## src/rtl/upn_pkg.sv

```systemverilog
// Package for the URI path normalizer: segment modes, phases, status codes,
// byte class table and hex decode. No dependencies.
package upn_pkg;

  localparam int unsigned MaxTargetDefault = 4096;
  localparam int unsigned QueueDepth       = 2;

  typedef enum logic [2:0] {
    M_NORMAL = 3'd0,
    M_SLASH  = 3'd1,
    M_DOT    = 3'd2,
    M_DOTDOT = 3'd3,
    M_Q1     = 3'd4,
    M_Q2     = 3'd5
  } seg_mode_e;

  typedef enum logic [1:0] {
    P_PATH = 2'd0,
    P_ARGS = 2'd1,
    P_HASH = 2'd2,
    P_BAD  = 2'd3
  } phase_e;

  typedef enum logic [1:0] {
    ST_BUSY = 2'd0,
    ST_DONE = 2'd1,
    ST_BAD  = 2'd2
  } status_e;

  typedef enum logic [1:0] {
    B_IDLE = 2'd0,
    B_EXEC = 2'd1,
    B_SCAN = 2'd2,
    B_OUT  = 2'd3
  } back_state_e;

  localparam logic [63:0] PlainMap = 64'h7FFF_37D6_FFFF_DBFE;

  // Word handed from front to back.
  typedef struct packed {
    logic [7:0] ch;
    logic       last;
    logic       keep;
  } item_t;

  function automatic logic is_plain(input logic [7:0] c);
    logic r;
    if (c[7:6] != 2'b00) r = 1'b1;
    else r = PlainMap[c[5:0]];
    return r;
  endfunction

  function automatic logic [4:0] hex_val(input logic [7:0] ch);
    logic [7:0] c;
    logic [4:0] r;
    c = ch | 8'h20;
    r = 5'h10;
    if (ch >= "0" && ch <= "9") r = {1'b0, ch[3:0]};
    else if (c >= "a" && c <= "f") r = {1'b0, c[3:0] + 4'd9};
    return r;
  endfunction

endpackage

```

## src/rtl/upn_front.sv

```systemverilog
// Front end of the URI path normalizer: accepts words and queues them.
// Depends on upn_pkg.
module upn_front import upn_pkg::*; #(
  parameter int unsigned Depth = QueueDepth
) (
  input  logic       clk_i,
  input  logic       rst_ni,
  input  logic       in_valid_i,
  output logic       in_ready_o,
  input  logic [7:0] target_byte_i,
  input  logic       end_of_target_i,
  input  logic       keep_i,
  output logic       q_valid_o,
  input  logic       q_ready_i,
  output item_t      q_item_o
);
  localparam int unsigned Aw = (Depth > 1) ? $clog2(Depth) : 1;
  item_t            mem_q [Depth];
  logic [Aw-1:0]    wp_q, rp_q;
  logic [Aw:0]      cnt_q;
  logic             push, pop;

  assign in_ready_o = (cnt_q != (Aw+1)'(Depth));
  assign q_valid_o  = (cnt_q != '0);
  assign push = in_valid_i && in_ready_o;
  assign pop  = q_valid_o && q_ready_i;
  assign q_item_o = mem_q[rp_q];

  // Store the word.
  always_ff @(posedge clk_i) begin
    if (push) mem_q[wp_q] <= '{ch: target_byte_i, last: end_of_target_i, keep: keep_i};
  end

  // Advance the pointers.
  always_ff @(posedge clk_i or negedge rst_ni) begin
    if (!rst_ni) begin
      wp_q <= '0; rp_q <= '0; cnt_q <= '0;
    end else begin
      if (push) wp_q <= (wp_q == Aw'(Depth-1)) ? '0 : wp_q + 1'b1;
      if (pop)  rp_q <= (rp_q == Aw'(Depth-1)) ? '0 : rp_q + 1'b1;
      cnt_q <= cnt_q + (Aw+1)'(push) - (Aw+1)'(pop);
    end
  end

`ifndef NO_ASSERTIONS
  a_no_overflow: assert property (@(posedge clk_i) disable iff (!rst_ni)
    cnt_q <= (Aw+1)'(Depth)) else $error("queue overflow");
  a_pop_nonempty: assert property (@(posedge clk_i) disable iff (!rst_ni)
    pop |-> cnt_q != '0) else $error("pop on empty");
  a_full_stall: assert property (@(posedge clk_i) disable iff (!rst_ni)
    (cnt_q == (Aw+1)'(Depth)) |-> !in_ready_o) else $error("full not stalled");
`endif
endmodule

```

## config.mk

```make
export PLATFORM = sky130hd
export DESIGN_NAME = upn_front
export DESIGN_NICKNAME = d
export VERILOG_FILES = /design/src/rtl/upn_pkg.sv /design/src/rtl/upn_front.sv
export SDC_FILE = /design/constraint.sdc
export NUM_CORES = 1
export LEC_CHECK = 0
export BUFFER_PORTS_ARGS = -buffer_cell sky130_fd_sc_hd__clkbuf_2
export CORE_MARGIN = 5
export CORE_UTILIZATION = 53
export CTS_CLUSTER_DIAMETER = 150
export DETAILED_ROUTE_END_ITERATION = 12
export PLACE_DENSITY = 0.81
export SLEW_MARGIN = 40
export SYNTH_ARGS = -nofsm -noshare
export SYNTH_HDL_FRONTEND = slang
export SYNTH_SLANG_ARGS = --single-unit
```

## constraint.sdc

```tcl
create_clock -name clk_i -period 2.9 [get_ports clk_i]
set_input_delay 0.58 -clock clk_i [delete_from_list [all_inputs] [get_ports clk_i]]
set_output_delay 0.58 -clock clk_i [all_outputs]
set_load 0.03 [all_outputs]
```

## Word level (Yosys, flattened, before mapping)

Memory sizes are Yosys's and may differ from the RTL's.
Cells that the tools add are included.

| operators by class | value |
|---|---|
| $add $sub $neg | 4 |
| mux-type cells | 4 |
| reduce and logical (&&, ||, !) cells | 3 |
| equality and inequality tests | 1 |

Operator list:

| kind | number |
|---|---|
| 1-bit 2-to-1 mux | 4 |
| 1-bit adder, second input constant | 2 |
| 2-bit by 1-bit adder with 2-bit output | 1 |
| 1-bit logical AND | 2 |
| 2-bit inequality test, second input constant | 1 |
| 2-bit nonzero test | 1 |
| 2-bit by 1-bit subtractor with 2-bit output | 1 |

| storage, ports and cells | value |
|---|---|
| memories kept | 1 |
| logic and storage cells | 16 |
| bits in registers | 4 |
| output and inout port bits | 12 |
| RAM bits | 20 |

Memories:

| memory | words | width | rd ports | clocked after memory_dff | wr ports | line | text |
|---|---|---|---|---|---|---|---|
| mem_q | 2 | 10 | 1 | 0 | 1 | upn_front.sv:18 | `item_t mem_q [Depth];` |

## Depth between registers and ports, before layout

Gate-level depths: netlist (run 1).

| depth | value |
|---|---|
| word-level depth | 4 |
| depth in mapped cells | 5 |
| depth with buffers taken out | 5 |

## Worst setup path before layout (run 1)

Ideal clock, no wire load.

| timing | value |
|---|---|
| path kind | register to register |
| start point | register cnt_q[0] |
| end point | memory mem_q[0][0] in the netlist's numbering, enable pin |
| slack | 1173 ps |
| data arrival time | 1351 ps |
| stages on the path, launching flop included | 4 |
| cells stage by stage | dfrtp_1 nand2b_1 nand2_1 nor2_1 |

| between the ends | value |
|---|---|
| word-level cells in the longest chain between the ends | 4 |

Ends and longest elaborated chain:

| what | line | text |
|---|---|---|
| start: declaration | upn_front.sv:20 | `logic [Aw:0] cnt_q;` |
| start signal: assignment | upn_front.sv:41 | `cnt_q <= cnt_q + (Aw+1)'(push) - (Aw+1)'(pop);` |
| 2-bit inequality test | upn_front.sv:23 | `assign in_ready_o = (cnt_q != (Aw+1)'(Depth));` |
| via in_ready_o | upn_front.sv:9 | `output logic in_ready_o,` |
| 1-bit logical AND | upn_front.sv:25 | `assign push = in_valid_i && in_ready_o;` |
| 1-bit 2-to-1 mux | upn_front.sv:31 | `if (push) mem_q[wp_q] <= '{ch: target_byte_i, last: end_of_target_i, keep: keep_i};` |
| 1-bit 2-to-1 mux (not written as such) | upn_front.sv:31 |  |
| end: declaration | upn_front.sv:18 |  |

The timed path passes the listed nets, and every way through them passes these cells.

==> results.md, run 1 <==
- Result of the run: finished, final reports clean
- Die W: 52.1 um
- WL/cell: 14.2 um
- Unrepaired setup endpoints after global routing: no
- Net count reported at finish: 95
- Detailed Place HPWL: 1.13 mm
- Endpoints failing hold: 0
- CTS Hold Bufs: 0
- Startpoint type of the worst setup path: register
- Post-synth design cell area: 941 sq um
- Fraction of layout cells with a size suffix above 1: 51.9%
- Least-Margin Pin Slew: between 0.5 and 0.6 ns
- I/O pin count: 26
- Count of endpoints failing setup in the final report: 0
- Inserted Diodes: 0
- Commonest non-fill, non-tap cells in the layout: sky130_fd_sc_hd__clkbuf_2, sky130_fd_sc_hd__edfxtp_1, sky130_fd_sc_hd__mux2_2
- Count of vias placed by the detailed router: 512
- Register clock-pin slew on the reported worst setup and hold paths: 0.12 ns
- Static Leakage: 0.442 nW
- H-tree depth reported by CTS: 1
- Synthesized area per cell: 18.4 sq um
- Via count of the first global-routing pass: 559
- First-pass GRT wire length: 2.42 mm
- Shortest period the worst path allows: ~2.1 ns
- Period utilization: 71.9%
- Critical Path AT: 1.50 ns
- Total grt overflow: 0
- Post-cts resize count: 0
- Total setup buffers inserted after CTS: 0
- Largest fanout on the critical path: 11
- Global placement routability congestion: around 0.6
- Die outline height: 52.1 um
- Net count of the mapped netlist: 66
- Maximum number of pins on one net before global-route repair: 14
- Count of synthesis-stage warnings from yosys: 0
- Area of the core region: 1710 sq um
- Root cell of the clock tree: sky130_fd_sc_hd__clkbuf_4
- Number of clock sinks: 24
- Proportion of synthesized chip area in sequential cells: around three quarters
- Worst R2R Start: cnt_q[0]
- Critical-path cell list: mux2_2 -> clkbuf_2
- Gr usage total: ~12%
- Clock network latency to the later pin of the worst-skew pair: 0.30 ns
- Number of distinct library cells after synthesis: 16
- Full die area: around 2700 sq um
- Max rail drop VDD: 0.000708 V
- Pwr/cell area: 1020 nW/um^2
- Data required time of the worst path: between 2 and 2.5 ns
- Site row count: 15
- Slowest cell on the critical path: sky130_fd_sc_hd__dfrtp_1
- Critical path buffer and inverter count: 1
- Setup_tns: 0 ns
- Worst Hold Class: in2async
- Number of gates on the worst path with buffers counted: 2
- DRC: 0
- Setup Skew: 0.00179 ns
- Antenna violations before repair: 0
- Clock tree from TritonCTS: built
- Slowest stage delay, CP: 0.63 ns
- Port-buffer cells: 25
- CP top delay family: flip-flops
- Count of TritonRoute iterations in the first routing pass: 4
- Area grow syn2layout: 19.1%
- Length in cells of the worst reg-to-reg path: 3
- Final-report max-slew violation count: 0
- Highest clock rate: 480 MHz
- Antenna viol nets, final: 0
- Critical path start-end classification: reg2out
- Design Area, Final: 1120 sq um
- Maximum clock insertion buffer count: 2
- Worst-case register-to-register setup slack: 1.36 ns
- Via density: between 4 and 5
- Total wire length: 1.47 mm
- Inserted Clock Buffers: 3
- Count of state elements after synthesis: 24
- Endpoint of the lowest-slack register-to-register path: mem_q[0][6]
- Syn Inst Count: 51
- Most frequent standard cell in the layout excluding fill and tap cells: sky130_fd_sc_hd__clkbuf_2
- Number of DRC markers after the initial detailed-route iteration: 15
- Total of max-cap violations: 0
- Slew headroom: 65.8%
- Placement-stage cell area: 1090 sq um
- Starting density of the core: 55.1%
- Type of destination of the critical path: primary output
==> sequential cells by signal, indices dropped and copies added (netlist names) <==
signal,flops
rp_q,1
wp_q,1
cnt_q,2
mem_q,20
==> through the flow <==
| step | power [mW] | hold WS (ns) | std cells | setup slack (ns) | util (%) |
|---|---|---|---|---|---|
| 4_1_cts | 1.16 | 0.0629 | 104 | 0.778 | 65.5 |
| 3_3_place_gp | 1.00 | 0.396 | 100 | 1.07 | 64.0 |
| 2_1_floorplan | 0.894 | 0.284 | 51 | 1.17 | - |
| 5_1_grt | 1.22 | 0.0478 | 104 | 0.696 | 65.6 |
| 6_report | 1.15 | 0.0626 | 104 | 0.815 | 65.6 |
| 3_5_place_dp | 1.02 | 0.396 | 100 | 1.00 | 64.0 |
==> cell usage after synthesis <==
| cell | number | area (sq um) |
|---|---|---|
| sky130_fd_sc_hd__dfrtp_1 | 4 | 100 |
| sky130_fd_sc_hd__a21oi_1 | 1 | 5.00 |
| sky130_fd_sc_hd__and4bb_1 | 1 | 12.5 |
| sky130_fd_sc_hd__mux2_2 | 10 | 113 |
| sky130_fd_sc_hd__and3_2 | 1 | 7.51 |
| sky130_fd_sc_hd__edfxtp_1 | 20 | 601 |
| sky130_fd_sc_hd__nor2_1 | 2 | 7.51 |
| sky130_fd_sc_hd__buf_2 | 1 | 5.00 |
| sky130_fd_sc_hd__or2_1 | 1 | 6.26 |
| sky130_fd_sc_hd__a311oi_1 | 1 | 8.76 |
| sky130_fd_sc_hd__xnor2_1 | 3 | 26.3 |
| sky130_fd_sc_hd__nand2b_1 | 1 | 6.26 |
| sky130_fd_sc_hd__nand2_1 | 2 | 7.51 |
| sky130_fd_sc_hd__a311oi_2 | 1 | 15.0 |
| sky130_fd_sc_hd__and2b_1 | 1 | 7.51 |
| sky130_fd_sc_hd__ha_1 | 1 | 12.5 |
==> final cells by class <==
class | count | area, sq um
flip-flops and latches | 24 | 701
fillers | 138 | 587
multi-input cells | 26 | 238
repair buffers | 25 | 125
well taps | 25 | 31.3
clock buffers | 3 | 22.5
clock inverters | 1 | 3.75
==> power by group <==
| part | internal [mW] | leakage, nW | switching (mW) |
|---|---|---|---|
| combinational | 0.176 | 0.193 | 0.283 |
| clock | 0.0501 | 0.0154 | 0.0907 |
| sequential | 0.479 | 0.233 | 0.0682 |
==> worst max-delay path by stage <==
stage / start / to / slack, ns
after detailed placement: in_valid_i / mem_q[0][9] / 1.00
after global placement: in_valid_i / mem_q[0][9] / 1.07
after global routing: rp_q / q_item_o[7] / 0.70
after floorplan: cnt_q[0] / mem_q[0][0] / 1.17
after CTS: rp_q / q_item_o[7] / 0.78
final: rp_q / q_item_o[7] / 0.82
==> cell families (layout without fill, tap and decap cells) <==
logic type	after synthesis	in the layout	synth area share (%)
flip-flops	24	24	74.5
XOR/XNOR	3	3	2.79
multiplexers	10	10	12.0
AND/OR/NAND/NOR	9	9	5.85
AO/OA/AOI/OAI	3	3	3.06
adder cells (fa/ha/maj)	1	1	1.33
buffers and inverters	1	29	0.531
==> metal layers <==
metal  GRT usage (%)  vias up  wire length, um
met5               0        -                0
met1            15.7      244              588
met4            3.83        0                0
met3            3.72        0               97
met2            20.7       17              788
li1                -      251                -
(Power assumes the default switching activity.)
==> inputs of run 2 (changes only) <==
--- a/config.mk
+++ b/config.mk
@@ -5,12 +5,13 @@
 export SDC_FILE = /design/constraint.sdc
 export NUM_CORES = 1
 export LEC_CHECK = 0
+export ABC_AREA = 1
 export BUFFER_PORTS_ARGS = -buffer_cell sky130_fd_sc_hd__clkbuf_2
 export CORE_MARGIN = 5
-export CORE_UTILIZATION = 53
+export CORE_UTILIZATION = 45
 export CTS_CLUSTER_DIAMETER = 150
 export DETAILED_ROUTE_END_ITERATION = 12
-export PLACE_DENSITY = 0.81
+export PLACE_DENSITY = 0.73
 export SLEW_MARGIN = 40
 export SYNTH_ARGS = -nofsm -noshare
 export SYNTH_HDL_FRONTEND = slang
==> constraint.sdc (replaced) <==
create_clock -name clk_i -period 1.8 [get_ports clk_i]
set_input_delay 0.36 -clock clk_i [delete_from_list [all_inputs] [get_ports clk_i]]
set_output_delay 0.36 -clock clk_i [all_outputs]
set_load 0.03 [all_outputs]
==> run 2 against run 1 <==
Against the previous run:
- final cell count is 36% higher
- global-route usage shrank 2.1 points
- core utilization shrank 7.8 points
- sequential share of layout area is 1.9 points lower
- routed wire length rose by 0.81%
- area after synthesis increased by 1.5%
==> results.md, run 2 <==
- Result of the run: finished, final reports clean (unchanged)
- Synthesized area per cell: 11.4 sq um (was 18.4 sq um)
- Flip-flop count of the largest register after layout: 20 (unchanged)
- Post-synth design cell area: 955 sq um (was 941 sq um)
- WL/cell: 10.5 um (was 14.2 um)
- Number of DRC markers after the initial detailed-route iteration: 6 (was 15)
- H-tree depth reported by CTS: 1 (unchanged)
- Endpoint of the lowest-slack register-to-register path: cnt_q[1] (was mem_q[0][6])
- Proportion of synthesized chip area in sequential cells: 73.4% (was 74.5%)
- Cell types with the largest area share after synthesis: sky130_fd_sc_hd__edfxtp_1, sky130_fd_sc_hd__nand2_1, sky130_fd_sc_hd__dfrtp_1, sky130_fd_sc_hd__inv_1, sky130_fd_sc_hd__nor2_1 (was sky130_fd_sc_hd__edfxtp_1, sky130_fd_sc_hd__mux2_2, sky130_fd_sc_hd__dfrtp_1, sky130_fd_sc_hd__xnor2_1, sky130_fd_sc_hd__a311oi_2)
- Static Leakage: 0.545 nW (was 0.442 nW)
- Highest clock rate: 602 MHz
- Count of state elements after synthesis: 24 (unchanged)
- Worst R2R Start: cnt_q[0] (unchanged)
- Worst Hold Class: in2reg (was in2async)
- Filler-free cell count of the finished design: 141 (was 104)
- Fillers: 170 (was 138)
- Slowest cell on the critical path: sky130_fd_sc_hd__dfrtp_2 (was sky130_fd_sc_hd__dfrtp_1)
- Starting density of the core: 47.7% (was 55.1%)
- Instance count along the most critical hold path: 1
- Count of synthesis-stage warnings from yosys: 0 (unchanged)
- Met3 Usage GRT: 3.02% (was 3.72%)
- Syn Inst Count: 84 (was 51)
- Least-Margin Pin Slew: 0.521 ns (was 0.512 ns)
- Endpoints failing hold: 0 (unchanged)
- Total of max-cap violations: 0 (unchanged)
- I/O pin count: 26 (unchanged)
- Port-buffer cells: 25 (unchanged)
- Fraction of synthesis flops using an asynchronous set or reset pin: 16.7% (unchanged)
- Clock tree from TritonCTS: built (unchanged)
- Slew headroom: 65.2% (was 65.8%)
- Most frequent standard cell in the layout excluding fill and tap cells: sky130_fd_sc_hd__nand2_1 (was sky130_fd_sc_hd__clkbuf_2)
- Via density: 4.45 (was 4.92)
- Most instantiated cells after synthesis: sky130_fd_sc_hd__nand2_1, sky130_fd_sc_hd__edfxtp_1, sky130_fd_sc_hd__inv_1 (was sky130_fd_sc_hd__edfxtp_1, sky130_fd_sc_hd__mux2_2, sky130_fd_sc_hd__dfrtp_1)
- Max rail drop VDD: 0.000975 V (was 0.000708 V)
- Routing layer with the top usage in global route: met2 (unchanged)
- Period utilization: 92.3%
- Inserted Clock Buffers: 3 (unchanged)
- Pre-CTS setup slack: 0.349 ns (was 1.00 ns)
- Final-report max-slew violation count: 0 (unchanged)
- Total grt overflow: 0 (unchanged)
- Shortest period the worst path allows: 1.66 ns
- Number of distinct library cells after synthesis: 14 (was 16)
- Inserted Diodes: 0 (unchanged)
- Maximum number of pins on one net before global-route repair: 14 (unchanged)
- Net count reported at finish: 130 (was 95)
- Area grow syn2layout: 21.4% (was 19.1%)
- Data required time of the worst path: 1.44 ns (was 2.32 ns)
- Root cell of the clock tree: sky130_fd_sc_hd__clkbuf_4 (unchanged)
- Largest registers: mem_q x20, cnt_q x2 (unchanged)
- Die outline height: 56.1 um (was 52.1 um)
- Critical Path AT: 1.30 ns (was 1.50 ns)
- Grt met1 use: 11.6% (was 15.7%)
- Placement-stage cell area: 1120 sq um (was 1090 sq um)
- Setup_tns: 0 ns (unchanged)
- Maximum clock insertion buffer count: 2 (unchanged)
- DRC: 0 (unchanged)
- Global placement routability congestion: 0.830 (was 0.602)
- Net count of the mapped netlist: 99 (was 66)
- Worst-case register-to-register setup slack: 0.40 ns (was 1.36 ns)
- Met2 capacity usage during global routing: 18.0% (was 20.7%)
- Via count of the first global-routing pass: 610 (was 559)
- Clock network latency to the later pin of the worst-skew pair: 0.30 ns (about the same)
- Die W: 56.1 um (was 52.1 um)
- First-pass GRT wire length: 2.52 mm (was 2.42 mm)
- Site row count: 16 (was 15)
- Final worst setup slack: 0.139 ns (was 0.815 ns)
- Register name with the most flops: mem_q (unchanged)
- Prevailing post-synth register cell: sky130_fd_sc_hd__edfxtp_1 (unchanged)
- Design Area, Final: 1160 sq um (was 1120 sq um)
- Length in cells of the worst reg-to-reg path: 12 (was 3)
- Critical-path cell list: inv_4 -> nand2_1 -> nand2_1 -> clkbuf_2 (was mux2_2 -> clkbuf_2)
- Startpoint type of the worst setup path: register (unchanged)
- Largest fanout on the critical path: 11 (unchanged)
- Detailed Place HPWL: 1.16 mm (was 1.13 mm)
- Type of destination of the critical path: primary output (unchanged)
- Area of the core region: 2000 sq um (was 1710 sq um)
- Commonest non-fill, non-tap cells in the layout: sky130_fd_sc_hd__nand2_1, sky130_fd_sc_hd__clkbuf_2, sky130_fd_sc_hd__edfxtp_1 (was sky130_fd_sc_hd__clkbuf_2, sky130_fd_sc_hd__edfxtp_1, sky130_fd_sc_hd__mux2_2)
- Critical path start-end classification: reg2out (unchanged)
- Setup Skew: 0.00359 ns (was 0.00179 ns)
- Yosys top cell area share: 62.9% (was 63.8%)
- Unrepaired setup endpoints after global routing: no (unchanged)
- End of the worst hold path: mem_q[0][5]
- Total wire length: 1.49 mm (was 1.47 mm)
- Number of clock sinks: 24 (unchanged)
- Full die area: 3140 sq um (was 2720 sq um)
- Fraction of layout cells with a size suffix above 1: 30.7% (was 51.9%)
- Antenna violations before repair: 0 (unchanged)
- Dominant cell type by count on the critical path: sky130_fd_sc_hd__nand2_1
- Count of endpoints failing setup in the final report: 0 (unchanged)
- Largest area contributor in the netlist: sky130_fd_sc_hd__edfxtp_1 (unchanged)
- Count of TritonRoute iterations in the first routing pass: 3 (was 4)
- Pwr/cell area: 1680 nW/um^2 (was 1020 nW/um^2)
- Most common cell in the netlist: sky130_fd_sc_hd__nand2_1 (was sky130_fd_sc_hd__edfxtp_1)
- Antenna viol nets, final: 0 (unchanged)
- Slowest stage delay, CP: 0.51 ns (was 0.63 ns)
- Register clock-pin slew on the reported worst setup and hold paths: 0.12 ns (about the same)
- Count of vias placed by the detailed router: 627 (was 512)
- Placed instance count: 136 (was 100)
- Hold path startpoint: target_byte_i[3]
- Post-synth EDFFs: 20 (unchanged)
- Gr usage total: 10.4% (was 12.5%)
[run 2: area by class of cell]
class | count | area, sq um | area share [%]
clock inverters | 1 | 3.75 | 0.324
well taps | 27 | 33.8 | 2.92
clock buffers | 3 | 22.5 | 1.94
flip-flops and latches | 24 | 702 | 60.6
multi-input cells | 50 | 214 | 18.5
inverters | 8 | 32.5 | 2.81
repair buffers | 28 | 150 | 13.0
[run 2: kinds of logic (layout without fill, tap and decap cells)]
kind of cell / count (synthesis) / count (layout) / synth area share (%)
xor gates and xnor gates: 1 / 1 / 0.918
buffers and inverters: 10 / 40 / 4.19
AOI/OAI and AO/OA: 2 / 2 / 1.05
adders and majority gates: 1 / 1 / 1.31
and+or+nand+nor: 46 / 46 / 19.1
DFF: 24 / 24 / 73.4
[run 2: worst max path at each step]
stage	cells past startpoint	startpoint	endpoint	slack, ns
floorplan	3	cnt_q[1]	mem_q[0][0]	0.25
global placement	4	rp_q	q_item_o[3]	0.38
detailed placement	4	rp_q	q_item_o[7]	0.35
CTS	4	rp_q	q_item_o[7]	0.04
global route	4	rp_q	q_item_o[5]	0.05
finish	4	rp_q	q_item_o[7]	0.14
[run 2: layer usage]
| metal | wire, um | share of wire, % |
|---|---|---|
| met5 | 0 | 0 |
| met4 | 8 | 0.54 |
| met3 | 74 | 5.0 |
| met2 | 717 | 48 |
| met1 | 684 | 46 |
[run 2: worst max-delay path: cells and delay by family (launching register included)]
family	cells	cell delay (ns)
DFF	1	0.51
buffers and inverters	2	0.35
and+or+nand+nor	2	0.14
[run 2: repair_timing]
item	4_1_cts	5_1_grt
hold buffers	1	0
endpoints found under the setup margin	1	10
buffers inserted	0	0
resized for setup	1	1
endpoints found under the hold margin	4	0
[run 2: per-stage QoR]
| step | hold slack [ns] | total power [mW] | util (%) |
|---|---|---|---|
| 6_report | 0.243 | 1.95 | 57.9 |
| 5_1_grt | 0.222 | 2.10 | 57.9 |
| 3_3_place_gp | 0.172 | 1.73 | 55.9 |
| 2_1_floorplan | 0.0644 | 1.50 | - |
| 3_5_place_dp | 0.172 | 1.75 | 55.9 |
| 4_1_cts | 0.231 | 1.98 | 57.8 |
[run 2: power breakdown]
part	leakage [nW]	internal [mW]	switching (mW)	total, mW
clock network	0.0154	0.0807	0.140	0.221
logic	0.299	0.245	0.620	0.865
registers	0.231	0.772	0.0940	0.866
